===== src/design/hws_pkg.sv =====
`timescale 1ns / 1ps
// -----------------------------------------------------------------------------
// hws_pkg: shared types and constants for the harmonic weighted smoother
// Tap weight table, controller/datapath command and status structs, FSM codes.
// -----------------------------------------------------------------------------
package hws_pkg;

  // tap weights round(65536 / (dist + 1)), Q1.16, dist 0..32
  localparam int W_BITS   = 17;
  localparam int W_IDX    = 6;
  localparam int W_DEPTH  = 33;
  localparam logic [W_BITS-1:0] WEIGHT_TABLE [W_DEPTH] = '{
    17'd65536, 17'd32768, 17'd21845, 17'd16384, 17'd13107, 17'd10923, 17'd9362,
    17'd8192,  17'd7282,  17'd6554,  17'd5958,  17'd5461,  17'd5041,  17'd4681,
    17'd4369,  17'd4096,  17'd3855,  17'd3641,  17'd3449,  17'd3277,  17'd3121,
    17'd2979,  17'd2849,  17'd2731,  17'd2621,  17'd2521,  17'd2427,  17'd2341,
    17'd2260,  17'd2185,  17'd2114,  17'd2048,  17'd1986
  };

  localparam int CNT_BITS  = 5;   // series counters
  localparam int CMP_BITS  = 7;   // common width for count/half-width compares
  localparam int WSUM_BITS = 20;  // sum of weights, up to 2*32+1 taps
  localparam int ACC_EXTRA = 21;  // accumulator growth over the sample width
  localparam int HW_BITS   = 4;   // half-width register
  localparam logic [HW_BITS-1:0] HW_RESET = 4'd2;

  typedef enum logic [4:0] {
    ST_IDLE   = 5'b00001,
    ST_DECIDE = 5'b00010,
    ST_MAC    = 5'b00100,
    ST_DIV    = 5'b01000,
    ST_EMIT   = 5'b10000
  } state_e;

  typedef struct packed {
    logic load;       // take input sample, update counters
    logic mac_start;  // set up a new output
    logic mac_step;   // one tap
    logic div_start;  // load divider
    logic div_step;   // one quotient bit
    logic emit;       // write the output register
    logic clear;      // end of series
  } cmd_t;

  typedef struct packed {
    logic work;       // an output is due
    logic last_q;     // current sample is the last of its series
    logic mac_last;   // final tap in this cycle
    logic div_last;   // final quotient bit in this cycle
    logic out_free;   // output register can take a value
  } sts_t;

endpackage


===== src/design/hws_ctrl.sv =====
`timescale 1ns / 1ps
// -----------------------------------------------------------------------------
// hws_ctrl: sequencing FSM
// Steps each accepted sample through output decision, tap MAC, division, emit.
// -----------------------------------------------------------------------------
module hws_ctrl (
  input  logic        clk_i,
  input  logic        rst_ni,
  input  logic        in_valid_i,
  output logic        in_ready_o,
  input  hws_pkg::sts_t sts_i,
  output hws_pkg::cmd_t cmd_o
);
  import hws_pkg::*;

  state_e state_q, state_d;

  always_comb begin
    state_d    = state_q;
    cmd_o      = '0;
    in_ready_o = 1'b0;
    unique case (state_q)
      ST_IDLE: begin
        in_ready_o = 1'b1;
        if (in_valid_i) begin
          cmd_o.load = 1'b1;
          state_d    = ST_DECIDE;
        end
      end
      ST_DECIDE: begin
        if (sts_i.work) begin
          cmd_o.mac_start = 1'b1;
          state_d         = ST_MAC;
        end else begin
          cmd_o.clear = sts_i.last_q;
          state_d     = ST_IDLE;
        end
      end
      ST_MAC: begin
        cmd_o.mac_step = 1'b1;
        if (sts_i.mac_last) begin
          state_d = ST_DIV;
        end
      end
      ST_DIV: begin
        // first cycle here loads the divider, the rest produce bits
        cmd_o.div_step = 1'b1;
        if (sts_i.div_last) begin
          state_d = ST_EMIT;
        end
      end
      ST_EMIT: begin
        if (sts_i.out_free) begin
          cmd_o.emit = 1'b1;
          state_d    = ST_DECIDE;
        end
      end
      default: state_d = ST_IDLE;
    endcase
    cmd_o.div_start = (state_q == ST_MAC) && sts_i.mac_last;
  end

  always_ff @(posedge clk_i or negedge rst_ni) begin
    if (!rst_ni) begin
      state_q <= ST_IDLE;
    end else begin
      state_q <= state_d;
    end
  end

endmodule


===== src/design/hws_dp.sv =====
`timescale 1ns / 1ps
// -----------------------------------------------------------------------------
// hws_dp: smoother datapath
// Sample window, series counters, serial MAC, restoring divider, output register.
// -----------------------------------------------------------------------------
module hws_dp #(
  parameter int MAX_HALF_WIDTH = 8,
  parameter int SAMPLE_BITS    = 24
) (
  input  logic                          clk_i,
  input  logic                          rst_ni,
  input  logic                          cfg_we_i,
  input  logic [hws_pkg::HW_BITS-1:0]   cfg_wdata_i,
  input  logic signed [SAMPLE_BITS-1:0] sample_i,
  input  logic                          last_i,
  output logic                          out_valid_o,
  input  logic                          out_ready_i,
  output logic signed [SAMPLE_BITS-1:0] smoothed_o,
  output logic                          last_out_o,
  input  hws_pkg::cmd_t                 cmd_i,
  output hws_pkg::sts_t                 sts_o
);
  import hws_pkg::*;

  localparam int DEPTH = 2 * MAX_HALF_WIDTH + 1;
  localparam int IW    = $clog2(DEPTH);
  localparam int NWW   = $clog2(MAX_HALF_WIDTH + 1);
  localparam int OW    = $clog2(DEPTH + 32) + 1;
  localparam int AW    = SAMPLE_BITS + ACC_EXTRA;
  localparam int DCW   = $clog2(SAMPLE_BITS + 1);
  localparam logic [CMP_BITS-1:0] MAX_C = CMP_BITS'(MAX_HALF_WIDTH);

  logic [HW_BITS-1:0]            hw_q;
  logic signed [SAMPLE_BITS-1:0] win_q [DEPTH];
  logic [CNT_BITS-1:0]           seen_q, given_q, d_q;
  logic                          last_q, lastout_sel_q, neg_q;
  logic [IW-1:0]                 k_q;
  logic signed [AW-1:0]          acc_q;
  logic [WSUM_BITS-1:0]          wsum_q;
  logic [WSUM_BITS-1:0]          rem_q;
  logic [SAMPLE_BITS-1:0]        dvd_q;
  logic [DCW-1:0]                dcnt_q;
  logic                          out_valid_q, last_out_q;
  logic signed [SAMPLE_BITS-1:0] smoothed_q;

  // effective half-width, clamped
  logic [CMP_BITS-1:0] hw_c, nw_c, pend_c;
  logic [NWW-1:0]      nw;
  logic [CNT_BITS-1:0] pend;
  logic                pend_gt;

  assign hw_c    = CMP_BITS'(hw_q);
  assign nw_c    = (hw_c > MAX_C) ? MAX_C : hw_c;
  assign nw      = NWW'(nw_c);
  assign pend    = seen_q - given_q;
  assign pend_c  = CMP_BITS'(pend);
  assign pend_gt = pend_c > nw_c;

  // tap addressing
  logic signed [OW-1:0]   o_s;
  logic                   tap_ok;
  logic [IW-1:0]          tap_dist;
  logic [W_BITS-1:0]      wt;
  logic signed [SAMPLE_BITS+W_BITS:0] prod;
  logic signed [SAMPLE_BITS-1:0]      tap_smp;

  assign o_s    = $signed(OW'(d_q)) - $signed(OW'(nw)) + $signed(OW'(k_q));
  assign tap_ok = !o_s[OW-1] && (o_s < $signed(OW'(DEPTH)))
                  && (o_s < $signed(OW'(seen_q)));
  assign tap_dist = (k_q >= IW'(nw)) ? (k_q - IW'(nw)) : (IW'(nw) - k_q);
  assign wt     = WEIGHT_TABLE[W_IDX'(tap_dist)];
  assign tap_smp = win_q[o_s[IW-1:0]];
  assign prod   = $signed({1'b0, wt}) * tap_smp;

  // divider
  logic [AW-1:0]          mag;
  logic [WSUM_BITS:0]     trial;
  logic                   ge;
  assign mag   = (acc_q[AW-1] ? AW'(-acc_q) : AW'(acc_q)) + AW'(wsum_q >> 1);
  assign trial = {rem_q, dvd_q[SAMPLE_BITS-1]};
  assign ge    = trial >= {1'b0, wsum_q};

  assign sts_o.work     = pend_gt || (last_q && (pend != '0));
  assign sts_o.last_q   = last_q;
  assign sts_o.mac_last = k_q == IW'({nw, 1'b0});
  assign sts_o.div_last = !cmd_i.div_start && (dcnt_q == DCW'(SAMPLE_BITS - 1));
  assign sts_o.out_free = !out_valid_q || out_ready_i;

  // control registers
  always_ff @(posedge clk_i or negedge rst_ni) begin
    if (!rst_ni) begin
      hw_q        <= HW_RESET;
      seen_q      <= '0;
      given_q     <= '0;
      out_valid_q <= 1'b0;
    end else begin
      if (cfg_we_i) begin
        hw_q <= cfg_wdata_i;
      end
      if (cmd_i.load) begin
        if (seen_q != '1) begin
          seen_q <= seen_q + 1'b1;
        end else if (given_q != '0) begin
          given_q <= given_q - 1'b1;
        end
      end else if (cmd_i.clear) begin
        seen_q  <= '0;
        given_q <= '0;
      end else if (cmd_i.emit) begin
        given_q <= given_q + 1'b1;
      end
      if (cmd_i.emit) begin
        out_valid_q <= 1'b1;
      end else if (out_ready_i) begin
        out_valid_q <= 1'b0;
      end
    end
  end

  // payload registers
  always_ff @(posedge clk_i) begin
    if (cmd_i.load) begin
      win_q[0] <= sample_i;
      for (int i = 1; i < DEPTH; i++) begin
        win_q[i] <= win_q[i-1];
      end
      last_q <= last_i;
    end
    if (cmd_i.mac_start) begin
      d_q           <= pend - 1'b1;
      k_q           <= '0;
      acc_q         <= '0;
      wsum_q        <= '0;
      lastout_sel_q <= !pend_gt && (pend == CNT_BITS'(1));
    end else if (cmd_i.mac_step) begin
      if (tap_ok) begin
        acc_q  <= acc_q + AW'(prod);
        wsum_q <= wsum_q + WSUM_BITS'(wt);
      end
      k_q <= k_q + 1'b1;
    end
    if (cmd_i.emit) begin
      smoothed_q <= neg_q ? -$signed(dvd_q) : $signed(dvd_q);
      last_out_q <= lastout_sel_q;
    end
  end

  // divider loads in the cycle after the final tap so the sums are complete
  logic div_load_q;
  always_ff @(posedge clk_i or negedge rst_ni) begin
    if (!rst_ni) begin
      div_load_q <= 1'b0;
    end else begin
      div_load_q <= cmd_i.div_start;
    end
  end

  always_ff @(posedge clk_i) begin
    if (cmd_i.div_start) begin
      dcnt_q <= '0;
    end else if (div_load_q) begin
      rem_q  <= WSUM_BITS'(mag >> SAMPLE_BITS);
      dvd_q  <= mag[SAMPLE_BITS-1:0];
      neg_q  <= acc_q[AW-1];
    end else if (cmd_i.div_step) begin
      rem_q  <= ge ? WSUM_BITS'(trial - {1'b0, wsum_q}) : WSUM_BITS'(trial);
      dvd_q  <= {dvd_q[SAMPLE_BITS-2:0], ge};
      dcnt_q <= dcnt_q + 1'b1;
    end
  end

  assign out_valid_o = out_valid_q;
  assign smoothed_o  = smoothed_q;
  assign last_out_o  = last_out_q;

  // pending count never goes negative
  a_pend_pos: assert property (@(posedge clk_i) disable iff (!rst_ni)
    seen_q >= given_q) else $error("given count above seen count");
  // at most MAX_HALF_WIDTH + 1 outputs outstanding
  a_pend_bound: assert property (@(posedge clk_i) disable iff (!rst_ni)
    pend_c <= MAX_C + CMP_BITS'(1)) else $error("pending outputs beyond window");
  // no overwrite of an untaken result
  a_no_overrun: assert property (@(posedge clk_i) disable iff (!rst_ni)
    cmd_i.emit |-> (!out_valid_q || out_ready_i)) else $error("output overrun");

endmodule


===== src/design/harmonic_weighted_smoother_top.sv =====
`timescale 1ns / 1ps
// -----------------------------------------------------------------------------
// harmonic_weighted_smoother_top: edge-renormalised harmonic weighted smoother
// Centred window, tap weight 1/(|j|+1) in Q1.16, quotient rounded to nearest.
// -----------------------------------------------------------------------------
//  Channel  | Signals                          | Direction
//  ---------+----------------------------------+-----------
//  input    | in_valid_i/in_ready_o, sample_i, last_i       | in
//  output   | out_valid_o/out_ready_i, smoothed_o, last_out_o | out
//  config   | cfg_we_i, cfg_wdata_i (half-width)  | in
//
//  Each transfer in is followed by a decide step that starts a result or goes
//  back to idle. A result takes a serial tap MAC over its 2*nw+1 taps, a divider
//  load step, a restoring division with one quotient bit per cycle and an emit
//  step, then the next decide step.
//  Reset clears counters, the half-width (to 2) and the output valid.
//  A held output stalls only the emit step; the next input is taken once the
//  previous sample's results have all been written to the output register.
// -----------------------------------------------------------------------------
module harmonic_weighted_smoother_top #(
  parameter int MAX_HALF_WIDTH = 8,
  parameter int SAMPLE_BITS    = 24
) (
  input  logic                          clk_i,
  input  logic                          rst_ni,
  input  logic                          cfg_we_i,
  input  logic [hws_pkg::HW_BITS-1:0]   cfg_wdata_i,
  input  logic                          in_valid_i,
  output logic                          in_ready_o,
  input  logic signed [SAMPLE_BITS-1:0] sample_i,
  input  logic                          last_i,
  output logic                          out_valid_o,
  input  logic                          out_ready_i,
  output logic signed [SAMPLE_BITS-1:0] smoothed_o,
  output logic                          last_out_o
);
  import hws_pkg::*;

  cmd_t cmd;
  sts_t sts;

  // sequencing: one sample at a time, one result at a time
  hws_ctrl u_ctrl (
    .clk_i      (clk_i),
    .rst_ni     (rst_ni),
    .in_valid_i (in_valid_i),
    .in_ready_o (in_ready_o),
    .sts_i      (sts),
    .cmd_o      (cmd)
  );

  // window, counters, MAC, divider and output register
  hws_dp #(
    .MAX_HALF_WIDTH (MAX_HALF_WIDTH),
    .SAMPLE_BITS    (SAMPLE_BITS)
  ) u_dp (
    .clk_i       (clk_i),
    .rst_ni      (rst_ni),
    .cfg_we_i    (cfg_we_i),
    .cfg_wdata_i (cfg_wdata_i),
    .sample_i    (sample_i),
    .last_i      (last_i),
    .out_valid_o (out_valid_o),
    .out_ready_i (out_ready_i),
    .smoothed_o  (smoothed_o),
    .last_out_o  (last_out_o),
    .cmd_i       (cmd),
    .sts_o       (sts)
  );

endmodule


===== config.mk =====
export PLATFORM = sky130hd
export DESIGN_NAME = harmonic_weighted_smoother_top
export DESIGN_NICKNAME = d
export VERILOG_FILES = /design/src/design/hws_pkg.sv /design/src/design/hws_ctrl.sv /design/src/design/hws_dp.sv /design/src/design/harmonic_weighted_smoother_top.sv
export SDC_FILE = /design/constraint.sdc
export NUM_CORES = 2
export LEC_CHECK = 0
export BUFFER_PORTS_ARGS = -buffer_cell sky130_fd_sc_hd__buf_4
export CORE_UTILIZATION = 50
export DETAILED_ROUTE_END_ITERATION = 8
export PLACE_DENSITY = 0.66
export SYNTH_ARGS = -nofsm -noshare
export SYNTH_HDL_FRONTEND = slang
export SYNTH_SLANG_ARGS = --single-unit

===== constraint.sdc =====
create_clock -name clk_i -period 30.3 [get_ports clk_i]
set_input_delay 1.515 -clock clk_i [delete_from_list [all_inputs] [get_ports clk_i]]
set_output_delay 1.515 -clock clk_i [all_outputs]
set_load 0.05 [all_outputs]

==> flow_summary.toml <==
[status]
status = "finished clean"

[critical_path]
worstSetupPathType = "reg -> reg"
crit_slowest_cell = "fa_4"
r2r_end = "u_dp.acc_q[42]"
worst_path_dominant_cell_family = "adder cells"
r2r-start = "u_dp.hw_q[3]"
cp_max_fo = 35
cp.required_ps = 30780
ff2ff_setup_slack_ps = 18430
cpPeakStageDelay_ps = 1140
rr_worst_depth = 34
crit_start = "u_dp.hw_q[3]"
cp-start-kind = "register"
end_kind = "register"
arrival_ps = 12340
path_buf_inv = 9

[floorplan]
core_area_mm2 = 0.08878
die_x_um = 302.2
initial_core_util = 0.5075
io-pin-count = 61
die_h_um = 302.2
dieArea_mm2 = 0.09132
placement_rows = 109

[timing]
setup_viol = 0
rsz0062_at_grt = "false"
fin_skew_ps = 49.50
fmax_mhz = 84.28
worst_slew_pin_slew_ps = 1246
report.final.slew_viol_count = 0
hold_slack_ps = 417.0
min_period_over_period = 0.3916
fin_setup_tns_ps = 0
hold_viol = 0
max-slew-margin-rel = 0.1642
min_period_ps = 11870

[placement]
dpl.hpwl_um = 75270
place_inst = 5172
gp_congestion = 0.9099
io_buffers = 60

[synth]
synthCells = 4051
ys.flop_type = "edfxtp_1"
synth_xor_area_frac = 0.03810
yosysSeqAreaShare = 0.3682
synth_fa_ha_area_frac = 0.2666
ys_ff_latch = 581
synth_area_per_cell_um2 = 11.12
synth-edff-count = 485
synth_nets = 4768
syn_area_mm2 = 0.04506
synth_area_leaders = "edfxtp_1 32%, fa_1 21%, ha_1 6.1%"
async_flop_share = 0.03614
synth_top_area_share = 0.3232
synth_compound_area_frac = 0.07597
synth_top_family_by_area = "adder cells"
synth-simple-area-share = 0.1045
yosysWarnings = 0
synth_area_leader_cell = "edfxtp_1"
synthDistinctLibCells = 84
synth_mux_area_frac = 0.07553

[grt]
grt_pass1_wl_um = 161800
grt_max_degree = 195
gr-usage-met3 = 0.03685
grt_overflow = 0
first_global_vias = 29490
busiest_layer = "met2"
grt.total_usage = 0.2267
gr-usage-met1 = 0.3182
grt_util_met2 = 0.3660
antenna_found_initial = 0

[routing]
via_per_inst = 5.554
routed_wirelength_um = 101000
ant_nets = 0
via_count = 29360
drtIter0Drc = 2045
wl_per_cell_um = 19.10
route.detailed.drc = 0
first_pass_iters = 7

[job]
maxCapViolations = 0

[finish]
drive_above_1_share = 0.09682
layout_commonest_cell = "inv_1"
layout_common_cells = "701 x inv_1, 485 x edfxtp_1, 461 x fa_1"
num-fill-cells = 7486
multi_input_area_mm2 = 0.02544
regArea_mm2 = 0.01659
finalNetCount = 4787
layout.cells.non_filler = 5286
utilization = 0.5509
syn2layout_area_growth_pct = 8.536
antenna_cells = 0

[clocking]
clk_pin_slew_ps = 60
clk_latency_ps = 670
cts_max_path_buffers = 3
ctsHoldBuffers = 0
cts_tree = "yes"
ctsRootBufferMaster = "clkbuf_16"
numCtsBuffers = 61
clkSinkCount = 581
htree_levels = 2
post_cts_buffers = 0
ctsResizeCount = 0

[hold_path]
whs_path_depth = 0
hold_class = "reg -> reg"
min_to = "u_dp.last_out_o"
holdCritStartpoint = "u_dp.lastout_sel_q"
==> metrics by stage <==
step	setup WS, ps	instance area [um2]
finish	18430	48910
CTS	18340	48910
global placement	18630	46900
global route	17730	48910
detailed placement	18420	46900
floorplan	17540	45060
==> layout make-up <==
type                       instances  area share
inverter                         706     0.05434
clock inverter                    43    0.009108
tap                             1165     0.02980
timing repair buffer              98     0.01530
clock buffer                      71     0.03198
sequential                       581      0.3393
multi-input combinational       2622      0.5202
==> state kept, by name, summed over array words and instances, names as in the netlist <==
name	count
u_dp.k_q	5
u_dp.lastout_sel_q	1
u_dp.d_q	5
u_dp.out_valid_o	1
u_dp.rem_q	20
u_dp.dcnt_q	5
u_dp.last_out_o	1
u_dp.div_load_q	1
u_dp.last_q	1
u_dp.neg_q	1
u_dp.acc_q	45
u_dp.dvd_q	24
u_ctrl.state_q	5
u_dp.smoothed_o	24
u_dp.hw_q	4
u_dp.given_q	5
u_dp.wsum_q	20
u_dp.win_q	408
u_dp.seen_q	5
==> worst max path at each step <==
stage	endpoint	slack, ps	depth (start not counted)
floorplan	u_dp.seen_q[3]	17540	6
global placement	u_dp.acc_q[42]	18630	33
detailed placement	u_dp.acc_q[42]	18420	34
CTS	u_dp.acc_q[42]	18340	34
global route	u_dp.acc_q[42]	17730	34
finish	u_dp.acc_q[42]	18430	34
==> Yosys cell counts (13+ instances only) <==
cell type / count
a211oi_1: 22
a21o_1: 66
a21oi_1: 176
a31oi_1: 13
and2_1: 45
and3_1: 21
buf_1: 14
clkbuf_1: 124
dfrtp_1: 19
dfxtp_1: 75
edfxtp_1: 485
fa_1: 462
ha_1: 221
inv_1: 701
mux2_2: 36
mux2i_1: 25
mux4_2: 121
nand2_1: 422
nand2b_1: 33
nand3_1: 32
nand4_1: 17
nor2_1: 274
nor2b_1: 53
nor3_1: 37
o21a_1: 19
o21ai_0: 92
o31ai_1: 25
o41ai_1: 13
or3_1: 28
xnor2_1: 146
xor2_1: 50
==> logic make-up after synthesis <==
logic type,after synthesis
simple gates,1025
buf+inv,848
fa+ha+maj,683
flops,581
compound gates,535
xor+xnor,196
mux,183
==> layer usage <==
metal	wire length (um)	up-vias
met5	0	-
li1	-	13600
met3	6255	147
met1	44770	14800
met4	2599	0
met2	47330	811
Power is not shown: default switching activity piles up to over one toggle a cycle in this logic, so the estimate is an artifact.
